===== config.mk =====
export PLATFORM = sky130hd
export DESIGN_NAME = skvt_ctrl
export DESIGN_NICKNAME = d
export VERILOG_FILES = /design/src/hdl/skvt_pkg.sv /design/src/hdl/skvt_ctrl.sv
export SDC_FILE = /design/constraint.sdc
export NUM_CORES = 1
export LEC_CHECK = 0
export BUFFER_PORTS_ARGS = -buffer_cell sky130_fd_sc_hd__clkbuf_2
export CAP_MARGIN = 20
export CORE_MARGIN = 4
export CORE_UTILIZATION = 38
export CTS_CLUSTER_DIAMETER = 60
export DETAILED_ROUTE_END_ITERATION = 8
export GPL_ROUTABILITY_DRIVEN = 0
export SKIP_LAST_GASP = 1
export SYNTH_ARGS = -nofsm -noshare
export SYNTH_HDL_FRONTEND = slang
export SYNTH_SLANG_ARGS = --single-unit
export TNS_END_PERCENT = 5

===== constraint.sdc =====
create_clock -name clk_i -period 3.6 [get_ports clk_i]
set_input_delay 0.72 -clock clk_i [delete_from_list [all_inputs] [get_ports clk_i]]
set_output_delay 0.72 -clock clk_i [all_outputs]
set_load 0.02 [all_outputs]

===== src/hdl/skvt_pkg.sv =====
`default_nettype none

package skvt_pkg;

  localparam int unsigned OP_W        = 3;
  localparam int unsigned ST_W        = 2;
  localparam int unsigned READ_W      = 32;
  localparam int unsigned COUNT_OUT_W = 7;
  localparam int unsigned M_TDATA_W   = ((READ_W + COUNT_OUT_W + 7) / 8) * 8;

  localparam logic [OP_W-1:0] OP_INSERT = 3'd0;
  localparam logic [OP_W-1:0] OP_UPDATE = 3'd1;
  localparam logic [OP_W-1:0] OP_REMOVE = 3'd2;
  localparam logic [OP_W-1:0] OP_LOOKUP = 3'd3;
  localparam logic [OP_W-1:0] OP_CLEAR  = 3'd4;

  localparam logic [ST_W-1:0] ST_OK   = 2'd0;
  localparam logic [ST_W-1:0] ST_MISS = 2'd1;
  localparam logic [ST_W-1:0] ST_FULL = 2'd2;

  typedef struct packed {
    logic load;
    logic srch_rd;
    logic srch_cmp;
    logic probe_rd;
    logic probe_cmp;
    logic shift_init_up;
    logic shift_init_dn;
    logic shift_rd;
    logic shift_wr;
    logic write_entry;
    logic count_inc;
    logic count_dec;
    logic clear;
    logic set_miss;
    logic set_full;
    logic set_read;
    logic respond;
  } cmd_t;

  typedef struct packed {
    logic            srch_more;
    logic            hit;
    logic            hit_q;
    logic            full;
    logic            shift_more;
    logic            out_free;
    logic [OP_W-1:0] req_type;
  } stat_t;

endpackage

`default_nettype wire


===== src/hdl/skvt_ctrl.sv =====
`default_nettype none

module skvt_ctrl
  import skvt_pkg::*;
(
  input  logic  clk_i,
  input  logic  rst_ni,
  input  logic  in_valid_i,
  output logic  in_ready_o,
  input  stat_t stat_i,
  output cmd_t  cmd_o
);

  typedef enum logic [8:0] {
    S_IDLE  = 9'b000000001,
    S_SRCH  = 9'b000000010,
    S_SCMP  = 9'b000000100,
    S_PROBE = 9'b000001000,
    S_PCMP  = 9'b000010000,
    S_SHIFT = 9'b000100000,
    S_SHWR  = 9'b001000000,
    S_WRITE = 9'b010000000,
    S_RESP  = 9'b100000000
  } state_e;

  state_e state_q, state_d;

  always_ff @(posedge clk_i or negedge rst_ni) begin
    if (!rst_ni) begin
      state_q <= S_IDLE;
    end else begin
      state_q <= state_d;
    end
  end

  always_comb begin
    state_d    = state_q;
    cmd_o      = '0;
    in_ready_o = 1'b0;
    case (state_q)
      S_IDLE: begin
        in_ready_o = 1'b1;
        if (in_valid_i) begin
          cmd_o.load = 1'b1;
          state_d    = S_SRCH;
        end
      end
      S_SRCH: begin
        if (stat_i.srch_more) begin
          cmd_o.srch_rd = 1'b1;
          state_d       = S_SCMP;
        end else begin
          state_d = S_PROBE;
        end
      end
      S_SCMP: begin
        cmd_o.srch_cmp = 1'b1;
        state_d        = S_SRCH;
      end
      S_PROBE: begin
        cmd_o.probe_rd = 1'b1;
        state_d        = S_PCMP;
      end
      S_PCMP: begin
        cmd_o.probe_cmp = 1'b1;
        state_d         = S_RESP;
        case (stat_i.req_type)
          OP_INSERT: begin
            if (stat_i.hit) begin
              state_d = S_WRITE;
            end else if (stat_i.full) begin
              cmd_o.set_full = 1'b1;
            end else begin
              cmd_o.shift_init_up = 1'b1;
              state_d             = S_SHIFT;
            end
          end
          OP_UPDATE: begin
            if (stat_i.hit) begin
              state_d = S_WRITE;
            end else begin
              cmd_o.set_miss = 1'b1;
            end
          end
          OP_REMOVE: begin
            if (stat_i.hit) begin
              cmd_o.shift_init_dn = 1'b1;
              state_d             = S_SHIFT;
            end else begin
              cmd_o.set_miss = 1'b1;
            end
          end
          OP_LOOKUP: begin
            if (stat_i.hit) begin
              cmd_o.set_read = 1'b1;
            end else begin
              cmd_o.set_miss = 1'b1;
            end
          end
          OP_CLEAR: begin
            cmd_o.clear = 1'b1;
          end
          default: begin
          end
        endcase
      end
      S_SHIFT: begin
        if (stat_i.shift_more) begin
          cmd_o.shift_rd = 1'b1;
          state_d        = S_SHWR;
        end else if (stat_i.req_type == OP_REMOVE) begin
          cmd_o.count_dec = 1'b1;
          state_d         = S_RESP;
        end else begin
          state_d = S_WRITE;
        end
      end
      S_SHWR: begin
        cmd_o.shift_wr = 1'b1;
        state_d        = S_SHIFT;
      end
      S_WRITE: begin
        cmd_o.write_entry = 1'b1;
        cmd_o.count_inc   = (stat_i.req_type == OP_INSERT) && !stat_i.hit_q;
        state_d           = S_RESP;
      end
      S_RESP: begin
        if (stat_i.out_free) begin
          cmd_o.respond = 1'b1;
          state_d       = S_IDLE;
        end
      end
      default: begin
        state_d = S_IDLE;
      end
    endcase
  end

endmodule

`default_nettype wire


==> results of run 1 <==
critical path: cells and delay by family (launching register included):
family	cells	cell delay, ns
DFF	1	0.47
buffers and inverters	1	0.16
and+or+nand+nor	4	1.10
stage by stage:
step | cell area [µm²] | instances
2_1_floorplan | 769 | 98
4_1_cts | 933 | 151
3_5_place_dp | 906 | 147
3_3_place_gp | 906 | 147
5_1_grt | 933 | 151
6_report | 933 | 151
layout by cell type (no fill, tap or decap):
cell / count
clkbuf_2: 29
nor2_1: 10
nor3_1: 10
dfrtp_1: 8
inv_1: 7
o21ai_0: 6
nor4b_1: 5
nand3_1: 4
and3_1: 4
nand2_1: 4
and4_1: 3
clkbuf_4: 3
or3_1: 2
nand4_1: 2
a21oi_1: 2
o22ai_1: 2
or4_1: 2
xor2_1: 2
nor3_2: 1
inv_2: 1
or3_4: 1
or2_1: 1
or3b_1: 1
nor4_4: 1
nor4_1: 1
and3b_1: 1
nor3b_1: 1
and2_1: 1
a31oi_1: 1
a21o_1: 1
a31o_2: 1
nor4bb_1: 1
o21ba_2: 1
a211oi_1: 1
nor2b_1: 1
clkinv_2: 1
dfstp_2: 1
worst max-delay path by stage:
stage / endpoint
floorplan: cmd_o[16]
global placement: cmd_o[11]
detailed placement: cmd_o[2]
CTS: cmd_o[2]
global route: cmd_o[11]
finish: cmd_o[2]
area by class of cell:
class	instances	area, µm²	area share, %
tap	27	33.8	3.62
clock inverter	1	5.00	0.536
sequential	9	226	24.3
inverter	8	30.0	3.22
timing repair buffer	29	145	15.5
clock buffer	3	22.5	2.41
multi-input combinational	74	470	50.4
power by group:
group | internal [mW] | switching, mW | leakage (nW)
Combinational | 0.0784 | 0.106 | 0.359
Clock | 0.0410 | 0.0365 | 0.0177
Sequential | 0.122 | 0.0440 | 0.121
Total | 0.241 | 0.186 | 0.498
Yosys cell counts:
| master | number | area share (%) |
|---|---|---|
| buf_4 | 1 | 0.98 |
| buf_6 | 1 | 1.5 |
| o21ai_0 | 6 | 3.9 |
| nor2b_1 | 1 | 0.81 |
| and2_1 | 1 | 0.81 |
| o21ba_2 | 1 | 1.3 |
| nor4_4 | 1 | 2.8 |
| and3_1 | 4 | 3.3 |
| dfrtp_1 | 8 | 26 |
| a211oi_1 | 1 | 0.98 |
| or4_1 | 2 | 2.0 |
| inv_2 | 1 | 0.49 |
| dfstp_2 | 1 | 3.4 |
| a31o_2 | 1 | 1.1 |
| or2_1 | 1 | 0.81 |
| or3_4 | 1 | 1.5 |
| nor3b_1 | 1 | 0.98 |
| nor4bb_1 | 1 | 1.3 |
| a21oi_1 | 2 | 1.3 |
| nor2_1 | 10 | 4.9 |
| xor2_1 | 2 | 2.3 |
| or3_1 | 2 | 1.6 |
| o22ai_1 | 2 | 1.6 |
| nand2_1 | 4 | 2.0 |
| buf_2 | 3 | 2.0 |
| nor4b_1 | 5 | 5.7 |
| a31oi_1 | 1 | 0.81 |
| and3b_1 | 1 | 1.1 |
| clkbuf_1 | 1 | 0.49 |
| nor3_1 | 10 | 6.5 |
| nand4_1 | 2 | 1.6 |
| a21o_1 | 1 | 0.98 |
| and4_1 | 3 | 3.4 |
| or3b_1 | 1 | 1.1 |
| nor4_1 | 1 | 0.81 |
| clkbuf_2 | 1 | 0.65 |
| nand3_1 | 4 | 2.6 |
| inv_1 | 7 | 3.4 |
| nor3_2 | 1 | 1.3 |
kinds of logic after synthesis:
group | after synthesis | share of synthesized area (%)
and+or+nand+nor | 57 | 46.8
AOI/OAI and AO/OA | 15 | 12.0
buffers and inverters | 15 | 9.43
DFF | 9 | 29.4
xor gates and xnor gates | 2 | 2.28
metal layers:
metal / track usage, % / share of wire [%] / vias up / wire length (µm)
li1: - / - / 413 / -
met1: 22.4 / 49 / 371 / 952
met2: 22.3 / 45 / 20 / 868
met3: 6.20 / 5.5 / 0 / 106
met4: 1.28 / 0 / 0 / 0
met5: 0 / 0 / - / 0
==> results.toml, run 1 <==
[outcome]
status = "completed"

[yosys]
synthCells = 98
synth-seq-area-share_pct = 29.4
yosys_warnings = 0
synth_nets = 110
synth-seq-cells = 9
ys_types = 39
syn_area_per_cell_um2 = 7.85
syn_area_um2 = 769

[routing]
drt_iter0_markers = 8
routed_wl_mm = 1.93
antenna_left = 0
vias = 804
route.detailed.drc = 0
wire_per_inst_um = 12.8
via_per_inst = 5.32
drtPass1Iterations = 4

[finish]
largest_reg_flops = 9
finish.utilization_pct = 48.1
reg_top3 = "state_q: 9 flops"
area_growth_pct = 21.3
fillers = 207
layout-drive-gt1-share_pct = 32.3
largest-register = "state_q"
antenna_cells = 0
finalNetCount = 137

[clocking]
htreeDepth = 1
cts_max_path_buffers = 2
cts_sinks = 9
clock_latency_ns = 0.26
hold_buffers = 0
cts-root-buf = "clkbuf_4"
cts_repair_resize_count = 0
cts_setup_buffers = 0
numCtsBuffers = 3
clk_pin_slew_ns = 0.06
cts_tree = "built"

[global_route]
antenna_found_initial = 0
gr-usage-all-layers_pct = 15.5
overflow = 0
grt_pass1_vias = 733
grt_max_degree = 13
grt_first_pass_wirelength_mm = 3.22

[floorplan]
die-area_um2 = 2810
die_w_um = 53
start_util_pct = 39.6
core-area_um2 = 1940
die-height_um = 53
io_pins = 30
rows = 16

[power]
p_leak_nw = 0.498
power_uw = 427
power_density_nw_per_um2 = 458
ir_worst_vdd_mv = 0.303

[timing]
setup_viol_count_final = 0
period_minus_slack_ns = 2.71
skew_ns = 0.00573
fin_setup_tns_ns = 0
timing.fmax_mhz = 369
tightestPinTransition_ns = 0.412
drv_slew = 0
min_period_over_period_pct = 75.2
rsz0062_at_grt = "no"
hold_viol = 0
relSlewSlack_pct = 72.2
setup_slack_ns = 0.893
hold_ws_ns = 0.305

[critical_path]
slowest_stage = "dfrtp_1"
r2r_cells = 4
critPathArrivalTime_ns = 1.99
cp-end-kind = "output port"
cp_max_fo = 8
startpoint = "state_q[2]"
path_cells = "nor4b_1 > nand3_1 > nor3_1 > and3_1 > clkbuf_2"
cp_slowest_stage_delay_ns = 0.47
crit_type = "reg2out"
r2r_start = "state_q[0]"
cp.required_ns = 2.88
r2r-end = "state_q[8]"
start_kind = "register"
rrSetupSlack_ns = 1.86

[hold_path]
hold_class = "in2async"

[placement]
dpl.hpwl_mm = 1.56
numPortBuffers = 29
post-place-ws_ns = 1.18

[job]
maxCapViolations = 0
Note: power is estimated with default switching activity, not from simulation.
==> run 2: changes to the inputs <==
ABC_AREA = 1   (was unset)
PLACE_DENSITY = 0.67   (was unset)
clock period = 2.45 ns   (was 3.6 ns; I/O delays follow)
==> run 2 against run 1 <==
  * Wire length down 8.6%
  * Combinational power up 68%
  * Synthesized area up 2.1%
  * Critical path depth up 3
  * Clock power up 45%
  * Utilization up 2.1 points
  * Register-to-register slack worse by 0.70 ns
  * Non-clock buffer count unchanged
  * First-iteration DRC count rose to 3.9 times the previous value
  * Count of clock-buffer cells in the layout up 1
  * Critical endpoint unchanged
  * Largest power group unchanged
  * Highest routed layer unchanged
==> results.toml, run 2 <==
[yosys]
synthCells = 118
synthFlopType = "dfrtp_1"
ys_types = 22
yosys_warnings = 0
synth_top_cell_by_area = "dfrtp_1"
syn_area_um2 = 786
async_flop_share_pct = 100
synthTopCellsByArea = "dfrtp_1 (25%), nor2_1 (11%), inv_1 (10%)"
syn_area_per_cell_um2 = 6.66
synth_top_area_share_pct = 25.5
synth-seq-area-share_pct = 28.8
synth-seq-cells = 9
synth_edf_count = 0
synth_nets = 130
synth.most_common_cell = "nor2_1"
synthTopCellsByCount = "nor2_1 (22), inv_1 (21), nand2_1 (18)"

[global_route]
gr-usage-all-layers_pct = 14.0
overflow = 0
met1_usage_pct = 16.8
grt_max_degree = 10
antenna_found_initial = 0
use_met3_pct = 4.23
grt_busiest_layer = "met2"
grt_pass1_vias = 738
grt_first_pass_wirelength_mm = 2.91
use_met2_pct = 23.1

[finish]
antenna_cells = 0
finalNetCount = 163
final_common_cell = "clkbuf_2"
most-common-layout-cells = "clkbuf_2 (29), nor2_1 (22), inv_1 (21), nand2_1 (18), nand3_1 (9)"
fin_area_um2 = 983
largest-register = "state_q"
largest_reg_flops = 9
fin_cells = 177
reg_top3 = "state_q: 9 flops"
area_growth_pct = 25.2
layout-drive-gt1-share_pct = 38.0

[floorplan]
die-area_um2 = 2860
io_pins = 30
rows = 16
start_util_pct = 40.1
core-area_um2 = 1960
die-height_um = 53.5
die_w_um = 53.5

[timing]
timing.fmax_mhz = 478
min_period_over_period_pct = 85.3
setup_slack_ns = 0.360
period_minus_slack_ns = 2.09
skew_ns = 0.00195
hold_viol = 0
setup_viol_count_final = 0
fin_setup_tns_ns = 0
relSlewSlack_pct = 83.4
rsz0062_at_grt = "no"
tightestPinTransition_ns = 0.247
drv_slew = 0

[clocking]
cts-root-buf = "clkbuf_4"
hold_buffers = 0
cts_setup_buffers = 0
clk_pin_slew_ns = 0.06
cts_tree = "built"
cts_max_path_buffers = 2
cts_repair_resize_count = 0
htreeDepth = 1
numCtsBuffers = 3
clock_latency_ns = 0.25
cts_sinks = 9

[routing]
vias = 821
antenna_left = 0
route.detailed.drc = 0
routed_wl_mm = 1.76
wire_per_inst_um = 9.95
drtPass1Iterations = 5
via_per_inst = 4.64
drt_iter0_markers = 31

[power]
power_uw = 632
p_leak_nw = 0.609
power_density_nw_per_um2 = 642
ir_worst_vdd_mv = 0.354

[critical_path]
r2r_cells = 9
start_kind = "register"
cp.required_ns = 1.96
cp-end-kind = "output port"
crit_type = "reg2out"
cp_max_fo = 6
critPathArrivalTime_ns = 1.60

[job]
maxCapViolations = 0

[hold_path]
hold_class = "in2async"

[placement]
dpl_cell_area_um2 = 957
dpl.hpwl_mm = 1.52
numPortBuffers = 29
dp.cells = 173
post-place-ws_ns = 0.595

[outcome]
status = "completed"
==> run 2: cell count changes after synthesis, sizes merged, moves of 3 or more <==
cell / delta
nor3: -7
nand2: +20
or3: -3
nor4b: -5
and4: -3
o21ai: -6
nor2: +20
nand3: +7
inv: +18
and3: -4
buf: -4
==> run 2: area by class of cell <==
cell class,instances,area [µm²]
tap,27,33.8
clock buffer,4,26.3
multi-input combinational,82,452
sequential,9,226
fill,218,978
timing repair buffer,29,145
inverter,26,100
==> run 2: stage by stage <==
step                hold slack, ns  util (%)
finish                      0.0750      50.1
global route                0.0746      50.1
CTS                         0.0737      50.1
detailed placement           0.352      48.8
global placement             0.355      48.8
floorplan                    0.194         -
==> run 2: worst max-delay path, stage by stage, from the launching register on <==
cell,delay (ns)
dfrtp_1,0.44
inv_2,0.12
nand3_2,0.10
nor2_4,0.11
nand2_4,0.09
inv_4,0.08
nand2_2,0.06
nor3b_2,0.16
clkbuf_2,0.19
==> run 2: report_power, final <==
| group | internal, mW | leakage, nW | switching [mW] |
|---|---|---|---|
| Sequential | 0.180 | 0.121 | 0.0301 |
| Combinational | 0.110 | 0.474 | 0.200 |
| Clock | 0.0626 | 0.0150 | 0.0491 |
==> run 2: logic make-up (layout without fill, tap and decap cells) <==
kind of cell | count (synthesis) | after routing | share of synthesized area [%]
AND/OR/NAND/NOR | 77 | 77 | 53.3
buffers and inverters | 27 | 59 | 13.7
flip-flops | 9 | 9 | 28.8
AO/OA/AOI/OAI | 5 | 5 | 4.14
==> run 2: worst paths after layout <==
check                      startpoint    endpoint  slack [ns]
min                            rst_ni  state_q[1]        0.08
min in group clk_i          stat_i[8]  state_q[3]        0.40
max                        state_q[8]    cmd_o[2]        0.36
max reg2reg                state_q[0]  state_q[0]        1.16
min reg2reg                state_q[3]  state_q[4]        0.65
max in group asynchronous      rst_ni  state_q[0]        2.12
==> run 2: layer usage <==
layer / routed length [µm] / up-vias
met5: 0 / -
met4: 0 / 0
met3: 115 / 0
met2: 843 / 20
met1: 803 / 370
li1: - / 431
